File: config.mk
export PLATFORM = sky130hd
export DESIGN_NAME = binomial_coefficient_unit
export DESIGN_NICKNAME = d
export VERILOG_FILES = /design/src/design/bcu_pkg.sv /design/src/design/bcu_mul.sv /design/src/design/bcu_div.sv /design/src/design/binomial_coefficient_unit.sv
export SDC_FILE = /design/constraint.sdc
export NUM_CORES = 1
export LEC_CHECK = 0
export BUFFER_PORTS_ARGS = -buffer_cell sky130_fd_sc_hd__buf_4
export CAP_MARGIN = 10
export CORE_MARGIN = 8
export CORE_UTILIZATION = 30
export CTS_CLUSTER_DIAMETER = 80
export DETAILED_ROUTE_END_ITERATION = 16
export SETUP_SLACK_MARGIN = 0.3
export SLEW_MARGIN = 20
export SYNTH_ARGS = -nofsm -noshare
export SYNTH_HDL_FRONTEND = slang
export SYNTH_SLANG_ARGS = --single-unit
File: constraint.sdc
create_clock -name aclk -period 3.8 [get_ports aclk]
set_input_delay 0.38 -clock aclk [delete_from_list [all_inputs] [get_ports aclk]]
set_output_delay 0.38 -clock aclk [all_outputs]
set_load 0.005 [all_outputs]
File: src/design/bcu_pkg.sv
// Shared types and constants for the binomial coefficient unit.
// No dependencies; imported by every module of the block.
`default_nettype none

package bcu_pkg;

    // Field widths
    localparam int IN_W    = 10;              // set_size, subset_size
    localparam int COUNT_W = 30;              // count_value
    localparam int PROD_W  = COUNT_W + IN_W;  // partial product r * (n - i + 1)

    // Stream bus widths (fields packed from bit 0, padded to bytes)
    localparam int S_TDATA_W = 24;
    localparam int M_TDATA_W = 32;

    // Saturation bound for the result
    localparam logic [COUNT_W-1:0] COUNT_LIMIT = 30'd1000000000;

    // Sequencer states
    typedef enum logic [2:0] {
        ST_IDLE,
        ST_MUL,
        ST_MUL_WAIT,
        ST_DIV_WAIT,
        ST_DONE
    } bcu_state_t;

endpackage : bcu_pkg

`default_nettype wire

File: src/design/bcu_mul.sv
// Bit-serial shift-add multiplier: COUNT_W x IN_W -> PROD_W, one multiplier bit per cycle.
// Depends on bcu_pkg.
`default_nettype none

module bcu_mul
    import bcu_pkg::*;
(
    input  wire logic               aclk,
    input  wire logic               aresetn,
    input  wire logic               start,
    input  wire logic [COUNT_W-1:0] mcand,
    input  wire logic [IN_W-1:0]    mplier,
    output logic                    done,
    output logic [PROD_W-1:0]       product
);

    localparam int CNT_W = $clog2(IN_W + 1);

    logic [PROD_W-1:0] acc_reg,    acc_next;
    logic [PROD_W-1:0] mcand_reg,  mcand_next;
    logic [IN_W-1:0]   mplier_reg, mplier_next;
    logic [CNT_W-1:0]  cnt_reg,    cnt_next;
    logic              busy_reg,   busy_next;
    logic              done_reg,   done_next;

    always_ff @(posedge aclk) begin
        if (!aresetn) begin
            busy_reg <= 1'b0;
            done_reg <= 1'b0;
            cnt_reg  <= '0;
        end else begin
            busy_reg <= busy_next;
            done_reg <= done_next;
            cnt_reg  <= cnt_next;
        end
        acc_reg    <= acc_next;
        mcand_reg  <= mcand_next;
        mplier_reg <= mplier_next;
    end

    always_comb begin
        acc_next    = acc_reg;
        mcand_next  = mcand_reg;
        mplier_next = mplier_reg;
        cnt_next    = cnt_reg;
        busy_next   = busy_reg;
        done_next   = 1'b0;
        if (start) begin
            acc_next    = '0;
            mcand_next  = {{IN_W{1'b0}}, mcand};
            mplier_next = mplier;
            cnt_next    = CNT_W'(IN_W);
            busy_next   = 1'b1;
        end else if (busy_reg) begin
            // add the shifted multiplicand when the low multiplier bit is set
            if (mplier_reg[0]) begin
                acc_next = acc_reg + mcand_reg;
            end
            mcand_next  = {mcand_reg[PROD_W-2:0], 1'b0};
            mplier_next = {1'b0, mplier_reg[IN_W-1:1]};
            cnt_next    = cnt_reg - CNT_W'(1);
            if (cnt_reg == CNT_W'(1)) begin
                busy_next = 1'b0;
                done_next = 1'b1;
            end
        end
    end

    assign done    = done_reg;
    assign product = acc_reg;

endmodule : bcu_mul

`default_nettype wire

File: src/design/bcu_div.sv
// Bit-serial restoring divider: PROD_W / IN_W, one quotient bit per cycle.
// Depends on bcu_pkg. Divisor must be nonzero.
`default_nettype none

module bcu_div
    import bcu_pkg::*;
(
    input  wire logic              aclk,
    input  wire logic              aresetn,
    input  wire logic              start,
    input  wire logic [PROD_W-1:0] dividend,
    input  wire logic [IN_W-1:0]   divisor,
    output logic                   done,
    output logic [PROD_W-1:0]      quotient
);

    localparam int CNT_W = $clog2(PROD_W + 1);

    logic [PROD_W-1:0] quo_reg,  quo_next;
    logic [IN_W-1:0]   rem_reg,  rem_next;
    logic [IN_W-1:0]   dvs_reg,  dvs_next;
    logic [CNT_W-1:0]  cnt_reg,  cnt_next;
    logic              busy_reg, busy_next;
    logic              done_reg, done_next;
    logic [IN_W:0]     trial;
    logic [IN_W:0]     diff;
    logic              fits;

    always_ff @(posedge aclk) begin
        if (!aresetn) begin
            busy_reg <= 1'b0;
            done_reg <= 1'b0;
            cnt_reg  <= '0;
        end else begin
            busy_reg <= busy_next;
            done_reg <= done_next;
            cnt_reg  <= cnt_next;
        end
        quo_reg <= quo_next;
        rem_reg <= rem_next;
        dvs_reg <= dvs_next;
    end

    // bring down the next dividend bit and try a subtract
    assign trial = {rem_reg, quo_reg[PROD_W-1]};
    assign diff  = trial - {1'b0, dvs_reg};
    assign fits  = (trial >= {1'b0, dvs_reg});

    always_comb begin
        quo_next  = quo_reg;
        rem_next  = rem_reg;
        dvs_next  = dvs_reg;
        cnt_next  = cnt_reg;
        busy_next = busy_reg;
        done_next = 1'b0;
        if (start) begin
            quo_next  = dividend;
            rem_next  = '0;
            dvs_next  = divisor;
            cnt_next  = CNT_W'(PROD_W);
            busy_next = 1'b1;
        end else if (busy_reg) begin
            // a failed trial is below the divisor, so it fits in IN_W bits
            rem_next = fits ? diff[IN_W-1:0] : trial[IN_W-1:0];
            quo_next = {quo_reg[PROD_W-2:0], fits};
            cnt_next = cnt_reg - CNT_W'(1);
            if (cnt_reg == CNT_W'(1)) begin
                busy_next = 1'b0;
                done_next = 1'b1;
            end
        end
    end

    assign done     = done_reg;
    assign quotient = quo_reg;

endmodule : bcu_div

`default_nettype wire

File: src/design/binomial_coefficient_unit.sv
// Binomial coefficient unit, top level: stream ports, sequencer, serial datapath.
// Depends on bcu_pkg, bcu_mul and bcu_div.
//
// Takes a pair (n, k) and returns C(n,k), saturated at one billion with an
// overflow flag; k > n returns 0. The block walks the multiplicative rule
// r = r * (n - i + 1) / i for i = 1 .. m, m = min(k, n - k), and every
// step runs through a bit-serial multiplier (one multiplier bit per cycle)
// and then a bit-serial restoring divider (one quotient bit per cycle).
// Each step worked passes through ST_MUL (launch the multiply), then
// ST_MUL_WAIT (multiply and hand on), then ST_DIV_WAIT (divide); k > n,
// k = 0 and k = n work no steps and go straight to ST_DONE. A step whose
// quotient passes one billion ends the item early, which caps the number
// of steps at 16 (C(32,16) is the longest run that stays under the bound).
// One item is worked at a time; the result sits in an output register, so
// the next pair is taken while a finished result still waits on m_tready.
`default_nettype none

module binomial_coefficient_unit
    import bcu_pkg::*;
(
    input  wire logic                 aclk,
    input  wire logic                 aresetn,
    // input channel
    input  wire logic                 s_tvalid,
    output logic                      s_tready,
    input  wire logic [S_TDATA_W-1:0] s_tdata,   // [9:0] set_size, [19:10] subset_size
    // result channel
    output logic                      m_tvalid,
    input  wire logic                 m_tready,
    output logic [M_TDATA_W-1:0]      m_tdata    // [29:0] count_value, [30] overflow_flag
);

    bcu_state_t         state_reg, state_next;
    logic [IN_W-1:0]    n_reg,     n_next;
    logic [IN_W-1:0]    m_reg,     m_next;     // number of steps, min(k, n-k)
    logic [IN_W-1:0]    i_reg,     i_next;     // current step, from 1
    logic [COUNT_W-1:0] r_reg,     r_next;     // running value, C(n, i-1)
    logic               ovf_reg,   ovf_next;

    logic               out_valid_reg, out_valid_next;
    logic [COUNT_W-1:0] out_count_reg, out_count_next;
    logic               out_ovf_reg,   out_ovf_next;

    logic               mul_start, mul_done;
    logic               div_start, div_done;
    logic [PROD_W-1:0]  product, quotient;
    logic [IN_W-1:0]    factor;

    logic [IN_W-1:0]    in_n, in_k, in_rest;

    assign in_n    = s_tdata[IN_W-1:0];
    assign in_k    = s_tdata[2*IN_W-1:IN_W];
    assign in_rest = in_n - in_k;
    assign factor  = n_reg - i_reg + IN_W'(1);

    bcu_mul u_mul (
        .aclk    (aclk),
        .aresetn (aresetn),
        .start   (mul_start),
        .mcand   (r_reg),
        .mplier  (factor),
        .done    (mul_done),
        .product (product)
    );

    bcu_div u_div (
        .aclk     (aclk),
        .aresetn  (aresetn),
        .start    (div_start),
        .dividend (product),
        .divisor  (i_reg),
        .done     (div_done),
        .quotient (quotient)
    );

    always_ff @(posedge aclk) begin
        if (!aresetn) begin
            state_reg     <= ST_IDLE;
            out_valid_reg <= 1'b0;
        end else begin
            state_reg     <= state_next;
            out_valid_reg <= out_valid_next;
        end
        n_reg         <= n_next;
        m_reg         <= m_next;
        i_reg         <= i_next;
        r_reg         <= r_next;
        ovf_reg       <= ovf_next;
        out_count_reg <= out_count_next;
        out_ovf_reg   <= out_ovf_next;
    end

    always_comb begin
        state_next     = state_reg;
        n_next         = n_reg;
        m_next         = m_reg;
        i_next         = i_reg;
        r_next         = r_reg;
        ovf_next       = ovf_reg;
        out_count_next = out_count_reg;
        out_ovf_next   = out_ovf_reg;
        // drop the held result once the downstream side takes it
        out_valid_next = out_valid_reg && !m_tready;
        s_tready       = 1'b0;
        mul_start      = 1'b0;
        div_start      = 1'b0;

        case (state_reg)
            ST_IDLE: begin
                s_tready = 1'b1;
                if (s_tvalid) begin
                    n_next   = in_n;
                    i_next   = IN_W'(1);
                    r_next   = COUNT_W'(1);
                    ovf_next = 1'b0;
                    m_next   = (in_rest < in_k) ? in_rest : in_k;
                    if (in_k > in_n) begin
                        // subset larger than set: no subsets at all
                        r_next     = '0;
                        state_next = ST_DONE;
                    end else if (in_k == '0 || in_k == in_n) begin
                        state_next = ST_DONE;
                    end else begin
                        state_next = ST_MUL;
                    end
                end
            end
            ST_MUL: begin
                mul_start  = 1'b1;
                state_next = ST_MUL_WAIT;
            end
            ST_MUL_WAIT: begin
                // product holds once the multiplier is done; hand it on
                if (mul_done) begin
                    div_start  = 1'b1;
                    state_next = ST_DIV_WAIT;
                end
            end
            ST_DIV_WAIT: begin
                if (div_done) begin
                    if (quotient > {{IN_W{1'b0}}, COUNT_LIMIT}) begin
                        // values only rise from here: saturate and stop
                        r_next     = COUNT_LIMIT;
                        ovf_next   = 1'b1;
                        state_next = ST_DONE;
                    end else begin
                        r_next = quotient[COUNT_W-1:0];
                        if (i_reg == m_reg) begin
                            state_next = ST_DONE;
                        end else begin
                            i_next     = i_reg + IN_W'(1);
                            state_next = ST_MUL;
                        end
                    end
                end
            end
            ST_DONE: begin
                // load the output register when it is free or being emptied
                if (!out_valid_reg || m_tready) begin
                    out_valid_next = 1'b1;
                    out_count_next = r_reg;
                    out_ovf_next   = ovf_reg;
                    state_next     = ST_IDLE;
                end
            end
            default: begin
                state_next = ST_IDLE;
            end
        endcase
    end

    assign m_tvalid = out_valid_reg;
    assign m_tdata  = {{(M_TDATA_W-COUNT_W-1){1'b0}}, out_ovf_reg, out_count_reg};

endmodule : binomial_coefficient_unit

`default_nettype wire

Word level (Yosys, flattened, before mapping)
Index checks and enable logic that the tools add are counted.

storage, ports and cells
  register bits = 260
  bits of input ports = 28
  output and inout bits = 34
  logic and storage cells = 124

operators by class
  $add $sub $neg = 8
  magnitude comparators = 4
  equality and inequality tests = 15
  mux-type cells = 49
  bitwise logic cells = 3
  reductions and logical operators = 21

operators with widths
  operator                                                                            number
  30-bit two-way mux                                                                  5
  10-bit two-way mux                                                                  8
  40-bit two-way mux                                                                  2
  30-bit one-hot mux with 2 select lines                                              1
  40-bit adder                                                                        1
  40-bit by 30-bit greater-than comparator with 1-bit output (second input constant)  1
  10-bit subtractor                                                                   3
  3-bit two-way mux                                                                   8
  10-bit by 1-bit adder with 10-bit output (second input constant)                    2
  10-bit equality test                                                                2
  10-bit one-hot mux with 2 select lines                                              1
  1-bit two-way mux                                                                   18
  3-bit one-hot mux with 5 select lines                                               1
  6-bit two-way mux                                                                   2
  11-bit by 10-bit >= comparator with 1-bit output                                    1
  10-bit greater-than comparator                                                      1
  10-bit logical NOT                                                                  1
  10-bit < comparator                                                                 1
  2-bit inequality test (second input constant)                                       5
  4-bit two-way mux                                                                   2
  4-bit AND reduction                                                                 2
  3-bit by 2-bit equality test with 1-bit output (second input constant)              2
  6-bit by 1-bit equality test with 1-bit output (second input constant)              1
  2-bit AND reduction                                                                 3
  17 further kinds                                                                    26

Longest topological paths before layout
Gate-level depths: netlist of run 1.

  depth after elaboration = 6
  depth in mapped cells = 15
  depth with buffers taken out = 15

Hierarchy
Synthesis of run 1 repeated with hierarchy kept, for this count alone.

unflattened totals
  cell total of the unflattened synthesis = 1290
  area, all modules = 14234.9 um2

by module, submodules not included
  module                     instances  cells each  area each (um2)  sequential area each (um2)
  bcu_mul                    1          614         5871.9           2322.2
  binomial_coefficient_unit  1          424         5072.4           2842.7
  bcu_div                    1          252         3290.7           1861.8

Least setup slack after synthesis of run 1
No wires, ideal clock.

  path type = input to register
  start = input port s_tdata[11]
  end = register m_reg[7], data pin
  library setup time = 0.260 ns
  arrival = 3.052 ns
  required time = 3.540 ns
  slack = 0.489 ns
  stages = 14
  path buffers = 0
  path through = inv_1 -> ha_1 -> nor2b_1 -> o21ai_0 -> a21boi_0 -> o21ai_0 -> a21oi_1 -> o21ai_0 -> mux2i_1 -> nand2_1 -> ha_1 -> a21o_1 -> a31oi_4 -> mux2_2

on the way
  longest elaborated chain between the ends = 3

RTL lines
  element                 RTL line                          text
  start: declaration      binomial_coefficient_unit.sv:26   input wire logic [S_TDATA_W-1:0] s_tdata,
  10-bit subtractor       binomial_coefficient_unit.sv:53   assign in_rest = in_n - in_k;
  10-bit < comparator     binomial_coefficient_unit.sv:116  m_next = (in_rest < in_k) ? in_rest : in_k;
  10-bit two-way mux (*)  binomial_coefficient_unit.sv:116
  end signal: assignment  binomial_coefficient_unit.sv:85   m_reg <= m_next;
  end: declaration        binomial_coefficient_unit.sv:35   logic [IN_W-1:0] m_reg, m_next;

Every way passes the cells marked *; elsewhere a longest branch is shown, timed or not.
A chain may end at the register's enable or synchronous reset.

Worst setup path after layout of run 1
  start = input port s_tdata[11]
  end = register m_reg[9], data pin

Same word-level chain as after synthesis.

==> results of run 1 <==
[final timing paths]
path | depth (start not counted) | slack [ns] | to | startpoint
max | 16 | 0.61 | m_reg[9] | s_tdata[11]
max reg2reg | 9 | 0.72 | r_reg[2] | u_div.quotient[22]
min | 1 | 0.03 | n_reg[8] | s_tdata[8]
min reg2reg | 0 | 0.44 | out_count_reg[8] | r_reg[8]
[report_power, final]
| part | internal [µW] | leakage, µW | switching [µW] |
|---|---|---|---|
| combinational | 1200 | 0.00382 | 1700 |
| sequential | 3460 | 0.00235 | 283 |
| clock | 1740 | 0.000470 | 1160 |
| total | 6400 | 0.00664 | 3140 |
[area by class of cell]
| type | instances | area [µm²] |
|---|---|---|
| fillers | 4708 | 30300 |
| flip-flops and latches | 260 | 7030 |
| multi-input cells | 1074 | 6650 |
| well taps | 607 | 759 |
| clock buffers | 32 | 737 |
| repair buffers | 77 | 591 |
| clock inverters | 22 | 245 |
| inverters | 65 | 244 |
[per-stage QoR]
step	setup WS, ns	hold slack (ns)	utilization (%)
after floorplan	0.489	0.400	-
final	0.612	0.0319	34.9
after global routing	0.316	0.00186	34.9
after CTS	0.624	0.00372	34.9
after detailed placement	0.0619	0.434	32.8
after global placement	0.144	0.435	32.8
[worst reg2reg max path: cells and delay by family (launching register included)]
family,cells,cell delay [ns]
flops,1,0.46
compound gates,3,0.76
buf+inv,2,0.52
simple gates,4,1.07
[cells in the final DEF (no fill, tap or decap), drive strengths merged, types with 16 or more instances in the layout]
cell / n
nor4: 16
a21oi: 115
xor2: 31
nor2: 114
and2: 20
nand2: 326
nand3: 29
inv: 66
nor2b: 17
o21ai: 68
buf: 77
dfxtp: 78
ha: 91
clkbuf: 32
edfxtp: 182
xnor2: 45
a21o: 34
[cell families after synthesis]
logic type | Yosys count | synth area share [%]
xor gates and xnor gates | 76 | 4.70
other | 1 | 0.0265
buffers and inverters | 127 | 3.51
AOI/OAI and AO/OA | 291 | 13.6
DFF | 260 | 49.7
muxes | 21 | 1.56
and+or+nand+nor | 590 | 18.4
adders and majority gates | 95 | 8.61
[per-layer routing]
layer,up-vias,GRT usage (%)
li1,5209,-
met1,4906,15.5
met2,180,20.1
met3,63,2.26
met4,0,3.83
met5,-,0
==> results.ini, run 1 <==
[run_status]
status = completed

[grt]
track_usage_pct = 12.0
grt_max_degree = 64
first_global_vias = 10400
overflow = 0
grt_pass1_wl_um = 53800
antenna_found_initial = 0

[timing]
fin_skew_ns = 0.0333
worst_pin_slew_ns = 1.06
post-route-min-period_ns = 3.19
finalHoldViolCount = 0
maxSlewViolCount = 0
finalCritPeriodShare_pct = 83.9
rsz0062_at_grt = false
setup_violations = 0
relSlewSlack_pct = 29.0
clock.fmax_mhz = 314
fin_tns_setup_ns = 0

[routing]
drc = 0
wl_met3_um = 1480
top_layer_used = met4
vias = 10358
firstDrtPassIters = 5
wl_per_cell_um = 15.6
wl_met1_um = 15600
drtIter0Drc = 594
drt_wl_total_um = 33300
wl_met2_um = 15400
drtAntennaViolNets = 0
vias_per_cell = 4.85

[logic_synthesis]
avgSynthCellArea_um2 = 9.69
synth_most_common_cell = nand2_1
synth_top_cells_by_area = edfxtp_1, dfxtp_1, nand2_1
synth_cell_types = 77
yosysTopAreaCell = edfxtp_1
synth-edff-count = 182
syn-cell-area_um2 = 14200
ys_seq_area_share_pct = 49.7
synth_ff_type = edfxtp_1
ys_warn_count = 0
syn-instance-count = 1461
yosys.area.top_type_share_pct = 38.6
synth_common_cells = nand2_1, edfxtp_1, nor2_1, a21oi_1, ha_1
syn-num-nets = 1584
synthArstFlopShare_pct = 0
ys_seq_elements = 260

[worst_setup_path]
crit_arrival_ns = 3.48
worst-setup-path-type = input port to flip-flop
cpMostUsedCell = o21ai_0
crit_family = compound AO/OA/AOI/OAI gates
crit_path_start_kind = input port
crit_chain = buf_4, inv_1, ha_1, nor2b_1, o21ai_0, a21boi_0, o21ai_0, a21oi_1, o21ai_0, mux2i_1, nand2_1, ha_1, a21o_1, a31oi_4, buf_12, mux2_2
crit_required_ns = 4.09
crit_fanout = 10
crit_slowest_cell = mux2_2
cp-end-kind = flip-flop
cp.buffers_inverters = 3
slowest_delay_ns = 0.34

[layout]
fin_cells = 2137
n_antenna_cell = 0
area_growth_syn_to_layout_pct = 14.8
drive_gt1_share_pct = 10.3
final_cell_area_um2 = 16300
nNetsFinal = 1630

[die]
start_util_pct = 30.4
die_h_um = 233
rows = 79
die_area_um2 = 54400
io_pins = 62
die_w_um = 233
core-area_um2 = 46600

[clock_tree]
clkLatencyLatePin_ns = 0.57
cts_sinks = 260
cts_setup_buffers = 0
clk_pin_slew_ns = 0.06
hold_buffers = 0
clock_tree.root_cell = clkbuf_16
cts_tree = done
cts_buffers = 29
cts_max_level = 1
cts_buffer_depth = 3
cts-resized-gates = 0

[place]
post_dp_cell_area_um2 = 15300
port_buffers = 56
gp_congestion = 0.871
dp.cells = 2083
hpwl_um = 24000

[power_and_ir_drop]
p_leak_uw = 0.00664
p_total_uw = 9540
p_per_area_nw_per_um2 = 587
irDropWorstVdd_v = 0.000314

[run]
max_cap_viol_count = 0

[min_path]
hold_class = input port to flip-flop

No activity file was read; power rests on OpenSTA's default activity.
==> run 2, diff against run 1 <==
Settings changed: ABC_AREA from default to 1.
Clock period 3.8 ns to 3 ns, I/O delays scaled along.
==> results.ini, run 2 <==
[logic_synthesis]
syn-cell-area_um2 = 14900  ; was 14,200 µm²
yosys.area.top_type_share_pct = 36.7  ; was 38.6%
synthArstFlopShare_pct = 0  ; unchanged
synth_ff_type = edfxtp_1  ; unchanged
syn-instance-count = 1796  ; was 1,461
synth_common_cells = nand2_1, inv_1, edfxtp_1, o21ai_0, nor2_1  ; was nand2_1, edfxtp_1, nor2_1, a21oi_1, ha_1
ys_seq_elements = 260  ; unchanged
yosysTopAreaCell = edfxtp_1  ; unchanged
synth-edff-count = 182  ; unchanged
ys_seq_area_share_pct = 47.2  ; was 49.7%
ys_warn_count = 0  ; unchanged
synth_most_common_cell = nand2_1  ; unchanged
synth_cell_types = 50  ; was 77
synth_top_cells_by_area = edfxtp_1, nand2_1, dfxtp_1  ; was edfxtp_1, dfxtp_1, nand2_1
avgSynthCellArea_um2 = 8.28  ; was 9.69 µm²
syn-num-nets = 1919  ; was 1,584

[worst_setup_path]
worst-setup-path-type = flip-flop to flip-flop  ; was input port to flip-flop
slowest_delay_ns = 0.48  ; was 0.34 ns
crit_arrival_ns = 2.87  ; was 3.48 ns
crit_required_ns = 3.32  ; was 4.09 ns
cp-end-kind = flip-flop  ; unchanged
crit_slowest_cell = edfxtp_1  ; was mux2_2
crit_path_start_kind = flip-flop  ; was input port
crit_fanout = 5  ; was 10
crit_chain = ha_1, inv_1, ha_1, inv_1, fa_1, o21ai_2, nand2_1, nand2_1, a21oi_1, nor2_1, o21ai_1, a21oi_1, nor2_1  ; was buf_4, inv_1, ha_1, nor2b_1, o21ai_0, a21boi_0, o21ai_0, a21oi_1, o21ai_0, mux2i_1, nand2_1, ha_1, a21o_1, a31oi_4, buf_12, mux2_2

[timing]
clock.fmax_mhz = 392
relSlewSlack_pct = 57.2  ; was 29.0%
finalCritPeriodShare_pct = 85.0
worst_pin_slew_ns = 0.640  ; was 1.06 ns
fin_skew_ns = 0.0307  ; was 0.0333 ns
hold_slack_ns = 0.0422  ; was 0.0319 ns
rsz0062_at_grt = false  ; unchanged
finalHoldViolCount = 0  ; unchanged
maxSlewViolCount = 0  ; unchanged
post-route-min-period_ns = 2.55
setup_violations = 0  ; unchanged

[layout]
drive_gt1_share_pct = 12.6  ; was 10.3%
area_growth_syn_to_layout_pct = 19.5  ; was 14.8%
fin_cells = 2598  ; was 2,137
final_common_cell = nand2_1  ; unchanged
nNetsFinal = 2032  ; was 1,630
n_antenna_cell = 0  ; unchanged
final_cell_mix = nand2_1, inv_1, edfxtp_1  ; was nand2_1, edfxtp_1, nor2_1

[clock_tree]
cts_sinks = 260  ; unchanged
cts_max_level = 1  ; unchanged
clock_tree.root_cell = clkbuf_16  ; unchanged
clk_pin_slew_ns = 0.06  ; about the same
cts_buffer_depth = 3  ; unchanged
cts_buffers = 31  ; was 29
clkLatencyLatePin_ns = 0.58  ; was 0.57 ns
cts_tree = done  ; unchanged

[grt]
first_global_vias = 11756  ; was 10,400
grt_max_degree = 98  ; was 64
antenna_found_initial = 1  ; was 0
grt_pass1_wl_um = 63300  ; was 53,800 µm
overflow = 0  ; unchanged
track_usage_pct = 13.7  ; was 12.0%

[routing]
drtAntennaViolNets = 0  ; unchanged
wl_met1_um = 18700  ; was 15,600 µm
vias = 11977  ; was 10,358
top_layer_used = met5  ; was met4
wl_per_cell_um = 15.4  ; was 15.6 µm
drt_wl_total_um = 39900  ; was 33,300 µm
drtIter0Drc = 779  ; was 594
drc = 0  ; unchanged
wl_met2_um = 18600  ; was 15,400 µm
firstDrtPassIters = 6  ; was 5
vias_per_cell = 4.61  ; was 4.85
wl_met3_um = 1810  ; was 1480 µm

[place]
dp.cells = 2522  ; was 2,083
port_buffers = 56  ; unchanged
gp_congestion = 0.875  ; was 0.871
hpwl_um = 29500  ; was 24,000 µm

[die]
die_h_um = 239  ; was 233 µm
io_pins = 62  ; unchanged
die_area_um2 = 57000  ; was 54,400 µm²
start_util_pct = 30.4  ; about the same
die_w_um = 239  ; was 233 µm
core-area_um2 = 49000  ; was 46,600 µm²
rows = 81  ; was 79

[power_and_ir_drop]
irDropWorstVdd_v = 0.000652  ; was 0.000314 V
p_total_uw = 18000  ; was 9540 µW
p_leak_uw = 0.00792  ; was 0.00664 µW
p_per_area_nw_per_um2 = 1010  ; was 587 nW/µm²

[run]
max_cap_viol_count = 0  ; unchanged

[min_path]
hold_class = input port to flip-flop  ; unchanged

[run_status]
status = completed  ; unchanged

[run 2: changes by cell type in the layout (fill, tap and decap cells not counted), sizes merged, moves of 17 or more]
cell,previous run,this run
nand3,29,82
and2,20,1
nor2,114,147
inv,66,266
nor2b,17,0
o21ai,68,164
buf,77,111
nand2,326,478
a21o,34,5
xnor2,45,15
[run 2: metrics by stage]
step           TNS [ns]  util [%]  setup slack [ns]  cell area, µm²
4_1_cts               0      36.1             0.316           17700
2_1_floorplan         0         -             0.312           14900
3_3_place_gp      -2.02      33.6            -0.252           16400
3_5_place_dp      -1.69      33.6            -0.236           16400
5_1_grt               0      36.3             0.270           17800
6_report              0      36.3             0.450           17800
[run 2: worst paths after layout]
kind / startpoint / endpoint / slack (ns) / depth (start not counted)
max reg2reg: i_reg[1] / u_mul.mplier_reg[9] / 0.45 / 13
max: i_reg[1] / u_mul.mplier_reg[9] / 0.45 / 13
min reg2reg: r_reg[26] / out_count_reg[26] / 0.44 / 0
min: s_tdata[17] / m_reg[7] / 0.04 / 3
[run 2: routing by layer]
layer,vias up,GRT usage (%)
met5,-,0
met4,2,3.31
met3,47,2.19
met2,224,23.3
met1,5566,18.1
li1,6138,-
[run 2: cells by family after synthesis]
| logic type | count (synthesis) | synth area share (%) |
|---|---|---|
| adder cells (fa/ha/maj) | 95 | 8.19 |
| other | 1 | 0.0252 |
| flip-flops | 260 | 47.2 |
| buffers and inverters | 305 | 8.17 |
| XOR/XNOR | 46 | 2.71 |
| AO/OA/AOI/OAI | 324 | 11.9 |
| AND/OR/NAND/NOR | 765 | 21.8 |
[run 2: area by class of cell]
cell class | instances | area, µm²
clock inverters | 23 | 297
well taps | 664 | 831
fillers | 5007 | 31200
multi-input cells | 1231 | 6770
flip-flops and latches | 260 | 7030
inverters | 262 | 986
clock buffers | 35 | 811
repair buffers | 123 | 1040
[run 2: power by group]
part,leakage [µW],total [µW],internal [µW],switching [µW]
sequential,0.00235,6230,5460,765
clock,0.000541,4060,2470,1580
combinational,0.00503,7690,2730,4960
total,0.00792,18000,10700,7310
[run 2: worst max-delay path: cells and delay by family, from the launching register on]
kind	cells	cell delay, ns
AOI/OAI and AO/OA	4	0.47
adders and majority gates	3	0.90
buffers and inverters	2	0.12
DFF	1	0.48
and+or+nand+nor	4	0.34
[run 2: what timing repair did]
item	4_1_cts	5_1_grt
setup endpoints to repair	0	12
gates resized for setup	0	16
hold buffers	12	0
hold endpoints to repair	13	0
setup buffers	0	6
==> run 3, diff against run 2 <==
Settings changed: CELL_PAD_IN_SITES_DETAIL_PLACEMENT from default to 0, CELL_PAD_IN_SITES_GLOBAL_PLACEMENT from default to 1, PLACE_DENSITY_LB_ADDON from default to 0.1.
==> results.ini, run 3 (same netlist as run 2, synthesis figures left out) <==
[worst_setup_path]
crit_path_start = i_reg[4]  ; was i_reg[1]
crit_required_ns = 3.30  ; was 3.32 ns
cp-end-kind = flip-flop  ; unchanged
rr_worst_depth = 13  ; unchanged
worstReg2RegEnd = u_mul.mplier_reg[9]  ; unchanged
r2r_slack_ns = 0.56  ; was 0.45 ns
crit_fanout = 5  ; unchanged
reg2reg_from = i_reg[4]  ; was i_reg[1]
crit_arrival_ns = 2.74  ; was 2.87 ns
worst-setup-path-type = flip-flop to flip-flop  ; unchanged
crit_path_start_kind = flip-flop  ; unchanged

[layout]
final_common_cell = nand2_1  ; unchanged
drive_gt1_share_pct = 11.8  ; was 12.6%
n_antenna_cell = 0  ; unchanged
fin_cells = 2593  ; was 2,598
area_growth_syn_to_layout_pct = 18.8  ; was 19.5%
final_cell_mix = nand2_1, inv_1, edfxtp_1  ; unchanged
ff_latch_area_um2 = 7030  ; unchanged
nNetsFinal = 2026  ; was 2,032
multi_input_area_um2 = 6720  ; was 6770 µm²
n_fill_cell = 5147  ; was 5,007

[die]
rows = 81  ; unchanged
start_util_pct = 30.4  ; unchanged
core-area_um2 = 49000  ; unchanged
die_w_um = 239  ; unchanged
io_pins = 62  ; unchanged
die_area_um2 = 57000  ; unchanged
die_h_um = 239  ; unchanged

[routing]
wl_met2_um = 21100  ; was 18,600 µm
top_layer_used = met4  ; was met5
drt_wl_total_um = 43800  ; was 39,900 µm
drc = 0  ; unchanged
vias = 11932  ; was 11,977
wl_per_cell_um = 16.9  ; was 15.4 µm
firstDrtPassIters = 5  ; was 6
wl_met3_um = 1370  ; was 1810 µm
drtAntennaViolNets = 0  ; unchanged
drtIter0Drc = 620  ; was 779
wl_met1_um = 20500  ; was 18,700 µm
vias_per_cell = 4.60  ; was 4.61

[power_and_ir_drop]
p_per_area_nw_per_um2 = 1040  ; was 1010 nW/µm²
p_leak_uw = 0.00788  ; was 0.00792 µW
irDropWorstVdd_v = 0.000452  ; was 0.000652 V
p_total_uw = 18300  ; was 18,000 µW

[place]
dp_slack_ns = -0.00700  ; was -0.236 ns
gp_congestion = 0.820  ; was 0.875
port_buffers = 56  ; unchanged
dp.cells = 2516  ; was 2,522
hpwl_um = 32500  ; was 29,500 µm

[timing]
fin_tns_setup_ns = 0  ; unchanged
timing.final.ws_setup_ns = 0.563  ; was 0.450 ns
maxSlewViolCount = 0  ; unchanged
clock.fmax_mhz = 410  ; was 392 MHz
relSlewSlack_pct = 55.6  ; was 57.2%
setup_violations = 0  ; unchanged
worst_pin_slew_ns = 0.666  ; was 0.640 ns
post-route-min-period_ns = 2.44  ; was 2.55 ns
fin_skew_ns = 0.0179  ; was 0.0307 ns
finalHoldViolCount = 0  ; unchanged
rsz0062_at_grt = false  ; unchanged
finalCritPeriodShare_pct = 81.2  ; was 85.0%

[min_path]
hp-start = s_tdata[13]  ; was s_tdata[17]
hold_depth = 3  ; unchanged
hold_class = input port to flip-flop  ; unchanged
min_to = m_reg[3]  ; was m_reg[7]

[clock_tree]
clkLatencyLatePin_ns = 0.54  ; was 0.58 ns
cts_max_level = 2  ; was 1
cts_tree = done  ; unchanged
clock_tree.root_cell = clkbuf_16  ; unchanged
clk_pin_slew_ns = 0.06  ; about the same
cts_buffers = 34  ; was 31
cts_sinks = 260  ; unchanged
cts_buffer_depth = 3  ; unchanged

[run]
max_cap_viol_count = 0  ; unchanged

[grt]
grt_pass1_wl_um = 68900  ; was 63,300 µm
track_usage_pct = 15.5  ; was 13.7%
overflow = 0  ; unchanged
first_global_vias = 12183  ; was 11,756
antenna_found_initial = 0  ; was 1
grt_max_degree = 61  ; was 98

[run_status]
status = completed  ; unchanged

==> run 3: cell count changes in the layout (fill, tap and decap cells not counted), sizes merged <==
cell / delta
clkbuf: +12
buf: -8
inv: -4
clkinv: -2
clkinvlp: -1
bufinv: -1
dlygate4sd3: -1
==> run 3: routing by layer <==
layer / vias to the layer above / GRT usage (%)
met5: - / 0
met4: 0 / 3.81
met3: 51 / 2.59
met2: 147 / 27.1
met1: 5615 / 19.6
li1: 6119 / -
==> run 3: power breakdown <==
part	internal [µW]	switching (µW)	total, µW
sequential	5460	763	6220
combinational	2680	5030	7710
clock	2760	1640	4400
total	10900	7430	18300
==> run 3: worst max path at each step <==
stage               slack, ns                   to
floorplan                0.31             m_reg[6]
global placement       -0.008             m_reg[3]
detailed placement     -0.007             m_reg[0]
CTS                      0.36  u_mul.mplier_reg[9]
global route             0.32             m_reg[0]
finish                   0.56  u_mul.mplier_reg[9]
==> run 3: what timing repair did <==
action	4_1_cts	5_1_grt
pin swaps	0	0
endpoints found under the hold margin	12	0
gates resized for setup	1	4
endpoints found under the setup margin	1	1
hold buffers	11	0
setup buffers	0	4
==> run 3: layout make-up <==
class	instances	area share, %
clock buffers	47	5.62
multi-input cells	1231	38.0
well taps	664	4.70
inverters	262	5.57
repair buffers	114	5.14
clock inverters	15	1.20
flip-flops and latches	260	39.8
==> run 3: critical path, stage by stage, from the launching register on <==
cell	delay, ns
edfxtp_1	0.40
inv_2	0.13
ha_1	0.25
ha_1	0.36
a21oi_1	0.20
o21ai_2	0.09
nand2_1	0.08
nand2_1	0.06
a21oi_1	0.19
nor2_1	0.06
o21ai_1	0.16
nand3_1	0.09
nand2_1	0.07
nor2_1	0.04
==> run 3: stage by stage <==
stage | hold slack, ns | utilization [%] | instance area, µm²
CTS | 0.0252 | 36.0 | 17600
global route | 0.0472 | 36.1 | 17700
finish | 0.0616 | 36.1 | 17700
floorplan | 0.398 | - | 14900
detailed placement | 0.417 | 33.3 | 16300
global placement | 0.404 | 33.3 | 16300
